## config.mk

```make
export PLATFORM = sky130hd
export DESIGN_NAME = superframe_header_decode_check
export DESIGN_NICKNAME = d
export VERILOG_FILES = /design/src/sv/sfhd_pkg.sv /design/src/sv/sfhd_front.sv /design/src/sv/sfhd_queue.sv /design/src/sv/sfhd_back.sv /design/src/sv/superframe_header_decode_check.sv
export SDC_FILE = /design/constraint.sdc
export NUM_CORES = 1
export LEC_CHECK = 0
export BUFFER_PORTS_ARGS = -buffer_cell sky130_fd_sc_hd__buf_2
export CORE_ASPECT_RATIO = 0.8
export CORE_UTILIZATION = 50
export DETAILED_ROUTE_END_ITERATION = 12
export PLACE_DENSITY = 0.75
export SYNTH_ARGS = -nofsm -noshare
export SYNTH_HDL_FRONTEND = slang
export SYNTH_HIERARCHICAL = 1
export SYNTH_SLANG_ARGS = --single-unit
```

## constraint.sdc

```tcl
create_clock -name clk -period 6.3 [get_ports clk]
set_input_delay 0.63 -clock clk [delete_from_list [all_inputs] [get_ports clk]]
set_output_delay 0.63 -clock clk [all_outputs]
set_load 0.01 [all_outputs]
```

## src/sv/sfhd_pkg.sv

```systemverilog
// Shared types, constants and Fire code helpers for the super frame header decoder.
// Used by the front parser, the job queue, the back sequencer and the checker.
`default_nettype none
package sfhd_pkg;

  localparam int HeaderBytes = 11;
  localparam int MaxUnits    = 6;
  localparam int NumStarts   = MaxUnits - 1;
  localparam int QueueDepth  = 2;

  localparam logic [3:0]  POS_LAST   = 4'(HeaderBytes - 1);
  localparam logic [15:0] FIRE_POLY  = 16'h782f;
  localparam logic [12:0] MAX_AU_LEN = 13'd962;

  // record status codes
  localparam logic [2:0] ST_OK    = 3'd0;
  localparam logic [2:0] ST_PS    = 3'd1;
  localparam logic [2:0] ST_ORDER = 3'd2;
  localparam logic [2:0] ST_LEN   = 3'd3;
  localparam logic [2:0] ST_FIRE  = 3'd4;

  // flags: [3] dac 48k, [2] sbr, [1] stereo, [0] ps
  typedef struct packed {
    logic [3:0]                  flags;
    logic [NumStarts-1:0][11:0]  starts;
    logic [15:0]                 fire;
    logic [15:0]                 lead;
  } job_t;

  typedef struct packed {
    logic [2:0]  au_index;
    logic [11:0] au_offset;
    logic [9:0]  au_length;
    logic [2:0]  num_aus;
    logic [3:0]  flags;
    logic [2:0]  status;
    logic        last;
  } rec_t;

  // one entry of the Fire code table, indexed by a byte
  function automatic logic [15:0] fire_table(input logic [7:0] idx);
    logic [15:0] v;
    v = {idx, 8'h00};
    for (int k = 0; k < 8; k++) begin
      if (v[15]) v = {v[14:0], 1'b0} ^ FIRE_POLY;
      else       v = {v[14:0], 1'b0};
    end
    return v;
  endfunction

  // shift one byte into the Fire code register
  function automatic logic [15:0] fire_step(input logic [15:0] st, input logic [7:0] b);
    logic [15:0] t;
    t = fire_table(st[15:8]);
    return {t[15:8] ^ st[7:0], t[7:0] ^ b};
  endfunction

  function automatic logic [2:0] num_units(input logic [3:0] flags);
    logic [2:0] n;
    if (flags[2]) n = flags[3] ? 3'd3 : 3'd2;
    else          n = flags[3] ? 3'd6 : 3'd4;
    return n;
  endfunction

  function automatic logic [11:0] first_start(input logic [3:0] flags);
    logic [11:0] s;
    if (flags[2]) s = flags[3] ? 12'd6 : 12'd5;
    else          s = flags[3] ? 12'd11 : 12'd8;
    return s;
  endfunction

endpackage
`default_nettype wire

```

## src/sv/sfhd_front.sv

```systemverilog
// Front parser: accepts super frame bytes, collects the header and the Fire code,
// and pushes one job per completed header. Depends on sfhd_pkg.
`default_nettype none
module sfhd_front import sfhd_pkg::*; (
  input  wire logic       clk,
  input  wire logic       rst,
  input  wire logic       in_valid,
  output logic            in_ready,
  input  wire logic       frame_start,
  input  wire logic [7:0] byte_value,
  input  wire logic       q_full,
  output logic            push,
  output job_t            push_job
);

  logic                       active;
  logic [3:0]                 pos;
  logic [15:0]                lead;
  logic [15:0]                fire;
  logic [3:0]                 flags;
  logic [NumStarts-1:0][11:0] starts;

  logic       accept;
  logic       take;
  logic [3:0] epos;
  logic       finish;
  logic [15:0] fire_adv;

  // hold off only when a header would complete into a full queue
  assign in_ready = !(active && (pos == POS_LAST) && q_full);
  assign accept   = in_valid && in_ready;
  assign take     = accept && (frame_start || active);
  assign epos     = frame_start ? 4'd0 : pos;
  assign finish   = take && (epos >= POS_LAST);
  assign fire_adv = fire_step(fire, byte_value);

  // assemble the job from the stored header and the closing byte
  always_comb begin
    push_job.flags  = flags;
    push_job.starts = starts;
    push_job.starts[NumStarts-1][3:0] = byte_value[7:4];
    push_job.fire   = fire_adv;
    push_job.lead   = lead;
  end
  assign push = finish;

  // advance the byte position and collect the flags and the Fire code
  always_ff @(posedge clk) begin
    if (rst) begin
      active <= 1'b0;
      pos    <= 4'd0;
      fire   <= 16'd0;
      flags  <= 4'd0;
    end else if (take) begin
      if (finish) begin
        active <= 1'b0;
        pos    <= 4'd0;
      end else begin
        active <= 1'b1;
        pos    <= epos + 4'd1;
      end
      unique case (epos)
        4'd0, 4'd1: ;
        4'd2: begin
          flags <= byte_value[6:3];
          fire  <= {byte_value, 8'h00};
        end
        4'd3:    fire <= {fire[15:8], byte_value};
        default: fire <= fire_adv;
      endcase
    end
  end

  // capture the leading bytes and the packed start fields
  always_ff @(posedge clk) begin
    if (take) begin
      unique case (epos)
        4'd0: lead[15:8] <= byte_value;
        4'd1: lead[7:0]  <= byte_value;
        4'd3: starts[0][11:4] <= byte_value;
        4'd4: begin
          starts[0][3:0]  <= byte_value[7:4];
          starts[1][11:8] <= byte_value[3:0];
        end
        4'd5: starts[1][7:0]  <= byte_value;
        4'd6: starts[2][11:4] <= byte_value;
        4'd7: begin
          starts[2][3:0]  <= byte_value[7:4];
          starts[3][11:8] <= byte_value[3:0];
        end
        4'd8:  starts[3][7:0]  <= byte_value;
        4'd9:  starts[4][11:4] <= byte_value;
        4'd10: starts[4][3:0]  <= byte_value[7:4];
        default: ;
      endcase
    end
  end

endmodule
`default_nettype wire

```

## src/sv/sfhd_queue.sv

```systemverilog
// Two-entry job queue between the front parser and the back sequencer.
// Depends on sfhd_pkg for job_t and QueueDepth.
`default_nettype none
module sfhd_queue import sfhd_pkg::*; (
  input  wire logic clk,
  input  wire logic rst,
  input  wire logic push,
  input  job_t      push_job,
  output logic      full,
  input  wire logic pop,
  output logic      pop_valid,
  output job_t      pop_job
);

  localparam int PtrW = $clog2(QueueDepth);

  job_t                entries [QueueDepth];
  logic [PtrW-1:0]     wr_ptr;
  logic [PtrW-1:0]     rd_ptr;
  logic [PtrW:0]       count;

  assign full      = (count == (PtrW + 1)'(QueueDepth));
  assign pop_valid = (count != '0);
  assign pop_job   = entries[rd_ptr];

  // store a pushed job
  always_ff @(posedge clk) begin
    if (push) entries[wr_ptr] <= push_job;
  end

  // advance pointers and count
  always_ff @(posedge clk) begin
    if (rst) begin
      wr_ptr <= '0;
      rd_ptr <= '0;
      count  <= '0;
    end else begin
      if (push) wr_ptr <= wr_ptr + PtrW'(1);
      if (pop)  rd_ptr <= rd_ptr + PtrW'(1);
      if (push && !pop)      count <= count + (PtrW + 1)'(1);
      else if (pop && !push) count <= count - (PtrW + 1)'(1);
    end
  end

endmodule
`default_nettype wire

```

## src/sv/sfhd_back.sv

```systemverilog
// Back sequencer: finishes the Fire code, checks each access unit in turn and
// drives the record output register. Depends on sfhd_pkg.
`default_nettype none
module sfhd_back import sfhd_pkg::*; (
  input  wire logic        clk,
  input  wire logic        rst,
  input  wire logic [12:0] frame_size,
  input  wire logic        q_valid,
  input  job_t             q_job,
  output logic             pop,
  output logic             out_valid,
  input  wire logic        out_ready,
  output rec_t             out_rec
);

  typedef enum logic [5:0] {
    B_IDLE    = 6'b000001,
    B_FIRE_HI = 6'b000010,
    B_FIRE_LO = 6'b000100,
    B_CHECK   = 6'b001000,
    B_ERR     = 6'b010000,
    B_EMIT    = 6'b100000
  } bstate_t;

  bstate_t     state;
  job_t        job;
  logic [15:0] fire;
  logic [2:0]  idx;
  logic [2:0]  err_status;
  logic [2:0]  err_index;
  logic [11:0] err_start;
  logic [2:0]  err_num;

  logic [2:0]  n;
  logic        is_last;
  logic [11:0] cur;
  logic [11:0] stored_next;
  logic [12:0] nxt;
  logic [12:0] diff;
  logic        order_bad;
  logic        len_bad;
  logic        ps_bad;
  logic        load;
  logic        emit;

  assign n       = num_units(job.flags);
  assign is_last = (idx == n - 3'd1);
  assign ps_bad  = job.flags[0] && (!job.flags[2] || job.flags[1]);
  assign load    = !out_valid || out_ready;
  assign emit    = load && ((state == B_ERR) || (state == B_EMIT));
  assign pop     = (state == B_IDLE) && q_valid;

  // select the start of this unit and of the next one
  always_comb begin
    unique case (idx)
      3'd0:    cur = first_start(job.flags);
      3'd1:    cur = job.starts[0];
      3'd2:    cur = job.starts[1];
      3'd3:    cur = job.starts[2];
      3'd4:    cur = job.starts[3];
      default: cur = job.starts[4];
    endcase
    unique case (idx)
      3'd0:    stored_next = job.starts[0];
      3'd1:    stored_next = job.starts[1];
      3'd2:    stored_next = job.starts[2];
      3'd3:    stored_next = job.starts[3];
      default: stored_next = job.starts[4];
    endcase
  end

  assign nxt       = is_last ? frame_size : {1'b0, stored_next};
  assign order_bad = nxt < {1'b0, cur};
  assign diff      = nxt - {1'b0, cur};
  assign len_bad   = diff > MAX_AU_LEN;

  // sequence the checks and the records
  always_ff @(posedge clk) begin
    if (rst) begin
      state     <= B_IDLE;
      out_valid <= 1'b0;
      idx       <= 3'd0;
    end else begin
      // raise valid on a new word, drop it once taken
      if (emit)           out_valid <= 1'b1;
      else if (out_ready) out_valid <= 1'b0;
      unique case (state)
        B_IDLE: begin
          if (q_valid) begin
            job   <= q_job;
            fire  <= q_job.fire;
            state <= B_FIRE_HI;
          end
        end
        B_FIRE_HI: begin
          fire  <= fire_step(fire, job.lead[15:8]);
          state <= B_FIRE_LO;
        end
        B_FIRE_LO: begin
          fire <= fire_step(fire, job.lead[7:0]);
          idx  <= 3'd0;
          if (ps_bad) begin
            err_status <= ST_PS;
            err_index  <= 3'd0;
            err_start  <= 12'd0;
            err_num    <= 3'd0;
            state      <= B_ERR;
          end else begin
            state <= B_CHECK;
          end
        end
        B_CHECK: begin
          priority if (order_bad || len_bad) begin
            err_status <= order_bad ? ST_ORDER : ST_LEN;
            err_index  <= idx;
            err_start  <= cur;
            err_num    <= n;
            state      <= B_ERR;
          end else if (is_last) begin
            idx <= 3'd0;
            if (fire != 16'd0) begin
              err_status <= ST_FIRE;
              err_index  <= 3'd0;
              err_start  <= 12'd0;
              err_num    <= n;
              state      <= B_ERR;
            end else begin
              state <= B_EMIT;
            end
          end else begin
            idx <= idx + 3'd1;
          end
        end
        B_ERR: begin
          if (load) begin
            out_rec.au_index  <= err_index;
            out_rec.au_offset <= err_start;
            out_rec.au_length <= 10'd0;
            out_rec.num_aus   <= err_num;
            out_rec.flags     <= job.flags;
            out_rec.status    <= err_status;
            out_rec.last      <= 1'b1;
            state             <= B_IDLE;
          end
        end
        B_EMIT: begin
          if (load) begin
            out_rec.au_index  <= idx;
            out_rec.au_offset <= cur;
            out_rec.au_length <= diff[9:0];
            out_rec.num_aus   <= n;
            out_rec.flags     <= job.flags;
            out_rec.status    <= ST_OK;
            out_rec.last      <= is_last;
            if (is_last) state <= B_IDLE;
            else         idx   <= idx + 3'd1;
          end
        end
        default: state <= B_IDLE;
      endcase
    end
  end

endmodule
`default_nettype wire

```

## src/sv/superframe_header_decode_check.sv

```systemverilog
// A header completes on byte 10; the back sequencer then runs two Fire code steps and one
// check per access unit, then registers records at one a cycle while out_ready allows;
// an error gives a single record, and only then is a new job taken. One byte per cycle
// at the input unless a full queue stalls it; a two-word job queue lets the parser run ahead.
// Reset (rst, synchronous): clears parse state, queue, sequencer and super_frame_size.
// Top level of the super frame header decoder; depends on sfhd_pkg and its submodules.
`default_nettype none
module superframe_header_decode_check import sfhd_pkg::*; (
  input  wire logic        clk,
  input  wire logic        rst,
  input  wire logic        cfg_valid,
  output logic             cfg_ready,
  input  wire logic [12:0] cfg_data,
  input  wire logic        in_valid,
  output logic             in_ready,
  input  wire logic        frame_start,
  input  wire logic [7:0]  byte_value,
  output logic             out_valid,
  input  wire logic        out_ready,
  output logic [2:0]       au_index,
  output logic [11:0]      au_offset,
  output logic [9:0]       au_length,
  output logic [2:0]       num_aus,
  output logic             dac_rate_48k,
  output logic             sbr_used,
  output logic             stereo,
  output logic             ps_used,
  output logic [2:0]       status,
  output logic             last
);

  logic [12:0] super_frame_size;
  logic        q_full;
  logic        push;
  job_t        push_job;
  logic        pop;
  logic        q_valid;
  job_t        q_job;
  rec_t        rec;

  // hold the configured super frame size
  assign cfg_ready = 1'b1;
  always_ff @(posedge clk) begin
    if (rst) super_frame_size <= 13'd0;
    else if (cfg_valid) super_frame_size <= cfg_data;
  end

  sfhd_front u_front (
    .clk, .rst, .in_valid, .in_ready, .frame_start, .byte_value,
    .q_full, .push, .push_job
  );

  sfhd_queue u_queue (
    .clk, .rst, .push, .push_job, .full(q_full),
    .pop, .pop_valid(q_valid), .pop_job(q_job)
  );

  sfhd_back u_back (
    .clk, .rst, .frame_size(super_frame_size), .q_valid, .q_job, .pop,
    .out_valid, .out_ready, .out_rec(rec)
  );

  // break out the record fields
  assign au_index     = rec.au_index;
  assign au_offset    = rec.au_offset;
  assign au_length    = rec.au_length;
  assign num_aus      = rec.num_aus;
  assign dac_rate_48k = rec.flags[3];
  assign sbr_used     = rec.flags[2];
  assign stereo       = rec.flags[1];
  assign ps_used      = rec.flags[0];
  assign status       = rec.status;
  assign last         = rec.last;

endmodule
`default_nettype wire

```

==> results.py <==
metrics = {
    "outcome": {
        "status": "complete, no violations",
    },
    "routing": {
        "drc": 0,
        "wl_um": 41200,
        "viasPerCell": 5.79,
        "vias": 11000,
        "post_drt_wl_per_cell_um": 21.8,
        "drtIter0Drc": 1344,
        "drtAntennaViolNets": 0,
        "firstDrtPassIters": 8,
    },
    "layout": {
        "final_area_um2": 21800,
        "fillCellCount": 2945,
        "area_growth_pct": 11.4,
        "final_common_cell": "edfxtp_1",
        "drive_gt1_share_pct": 20.5,
        "nets": 1415,
        "diodes": 0,
        "final_cell_mix": "417 x edfxtp_1, 118 x nor2_1, 64 x buf_2, 64 x nand2_1, 59 x mux2_2",
    },
    "yosys": {
        "ys_warn_count": 6,
        "yosysSeqAreaShare_pct": 69.5,
        "syn_inst": 1290,
        "synth_nets": 1344,
        "synthSimpleGateAreaFrac_pct": 6.96,
        "synthTopCellsByArea": "edfxtp_1 64%, dfxtp_1 5.4%, mux2_2 3.4%, mux2_4 3.1%, nor2_1 2.3%",
        "synth_area_um2": 19600,
        "synth.top_cell.area_share_pct": 64.0,
        "ys_seq_elements": 470,
        "synthArstFlopShare_pct": 0,
        "muxShareOfSynthArea_pct": 7.49,
        "synth_area_per_cell_um2": 15.2,
        "yosys.area.top_type": "edfxtp_1",
        "synthAdderAreaFrac_pct": 1.77,
        "ys_dominant_reg_cell": "edfxtp_1",
        "synth_top_family_by_area": "compound AO/OA/AOI/OAI gates",
        "synth-edff-count": 417,
        "synth_compound_area_share_pct": 7.86,
        "synth_xor_area_share_pct": 3.99,
        "synth_cell_types": 78,
    },
    "die": {
        "die_area_um2": 39900,
        "rows": 64,
        "dieWidth_um": 223,
        "ios": 66,
        "initial_core_util_pct": 51.0,
        "die_h_um": 179,
        "core_um2": 38400,
    },
    "global_route": {
        "grt_max_degree": 78,
        "antenna_found_initial": 1,
        "grt_usage_pct": 20.9,
        "grt-ovfl-total": 0,
        "grt_pass1_vias": 10500,
        "grt_pass1_wl_um": 62300,
    },
    "job": {
        "drv_cap": 0,
    },
    "clocking": {
        "cts-root-buf": "clkbuf_16",
        "cts_setup_buffers": 0,
        "numCtsBuffers": 46,
        "cts_resized": 0,
        "cts_buffer_depth": 3,
        "cts_sinks": 470,
        "hold_buffers": 0,
        "path_clk_slew_ps": 60,
        "cts_tree": "built",
        "h-tree-depth": 2,
        "insertion_delay_ps": 580,
    },
    "setup_path": {
        "startpoint_type": "flop",
        "endpoint_kind": "flop",
        "path_max_fanout": 23,
        "cp.required_ps": 6550,
        "arrival_ps": 5980,
        "crit_type": "flop to flop",
    },
    "timing": {
        "timing.fmax_mhz": 174,
        "rsz0062_at_grt": "false",
        "fin_tns_setup_ps": 0,
        "drv_slew": 0,
        "period_needed_ps": 5730,
        "skew_ps": 35.8,
        "fin_crit_sh_pct": 91.0,
        "hold_viol": 0,
        "slew-limit-headroom_pct": 22.0,
        "fin_hold_ws_ps": 309,
        "setup_viol": 0,
        "tightest_slew_ps": 1170,
    },
    "power_and_ir_drop": {
        "power.leakage_nw": 7.39,
        "p_per_area_nw_per_um2": 348,
        "peakVddDrop_v": 0.000204,
    },
    "min_path": {
        "hold_path_class": "primary input to flop",
    },
    "placement": {
        "port_buffers": 64,
        "dpl_cell_area_um2": 20300,
        "gp_congestion": 0.883,
        "dp_hpwl_um": 26700,
    },
}
routing by layer:
metal	vias to the layer above	wire length, µm	GRT usage, %
met5	-	0	0
met3	46	2940	3.79
li1	5031	-	-
met4	0	653	5.49
met2	421	18300	31.4
met1	5458	19300	31.2
flip-flops by register name, summed over array words and instances (netlist names), 4 cells and up, named ones only:
register          flops
super_frame_size     13
u_back/err_start     12
u_back/fire          16
u_back/job           80
u_back/out_rec       36
u_back/state          6
u_front/fire         16
u_front/flags         4
u_front/lead         16
u_front/pos           4
u_front/push_job     56
u_queue/entries     192
cell families (layout without fill, tap and decap cells):
logic type / after synthesis / count (layout)
flops: 470 / 470
compound gates: 225 / 225
other cells: 1 / 1
mux: 119 / 119
xor+xnor: 80 / 80
buf+inv: 84 / 190
fa+ha+maj: 27 / 27
simple gates: 284 / 284
stage by stage:
| stage | cells | utilization, % | worst slack, ps | power (W) |
|---|---|---|---|---|
| 2_1_floorplan | 1290 | - | 706 | 0.00466 |
| 3_3_place_gp | 1808 | 52.9 | 924 | 0.00495 |
| 3_5_place_dp | 1808 | 52.9 | 689 | 0.00498 |
| 4_1_cts | 1891 | 56.8 | 632 | 0.00764 |
| 5_1_grt | 1891 | 56.8 | 152 | 0.00788 |
| 6_report | 1891 | 56.8 | 569 | 0.00759 |
cells in the mapped netlist (all sizes together), types with 6 or more instances:
library cell / number
a21oi: 46
and2: 18
o22ai: 8
nor2: 119
inv: 22
nor3: 13
edfxtp: 417
nand2: 64
xor2: 29
mux2i: 20
dfxtp: 53
a222oi: 11
a211oi: 18
o21ai: 57
nor3b: 6
nor4: 6
xnor2: 48
a22oi: 39
ha: 26
mux2: 99
clkbuf: 33
buf: 29
nor2b: 9
nand3: 12
final timing paths:
| kind | startpoint | end | slack (ps) | cells past startpoint |
|---|---|---|---|---|
| setup reg to reg | u_back/idx[0] | u_back/err_status[1] | 570 | 19 |
| setup / recovery | u_back/idx[0] | u_back/err_status[1] | 570 | 19 |
| hold / removal | cfg_data[0] | super_frame_size[0] | 310 | 3 |
| hold reg to reg | u_front/push_job[49] | u_queue/entries[1][49] | 440 | 0 |
worst max-delay path, stage by stage, from the launching register on:
cell	delay, ps
dfxtp_1	410
inv_1	150
ha_1	290
nor2b_1	160
buf_4	200
or4_1	400
buf_4	220
nor2_1	270
mux2i_1	400
inv_1	110
fa_1	470
nor2b_1	180
o221ai_1	180
a21oi_1	320
xnor2_1	130
a2111o_1	450
o211ai_1	380
nor2_1	150
a211oi_2	270
buf_4	240
report_power, final:
group	total [W]	internal (W)	switching (W)	leakage, nW
logic	0.00116	0.000491	0.000667	2.47
registers	0.00377	0.00360	0.000176	4.19
clock network	0.00266	0.00150	0.00116	0.728
cell type report:
| class | instances | area [µm²] | area share, % |
|---|---|---|---|
| tap | 495 | 619 | 2.84 |
| sequential | 470 | 13600 | 62.4 |
| multi-input combinational | 736 | 5520 | 25.4 |
| inverter | 22 | 82.6 | 0.379 |
| timing repair buffer | 85 | 478 | 2.19 |
| clock buffer | 61 | 1290 | 5.92 |
| clock inverter | 22 | 206 | 0.948 |
(Power assumes the default switching activity.)
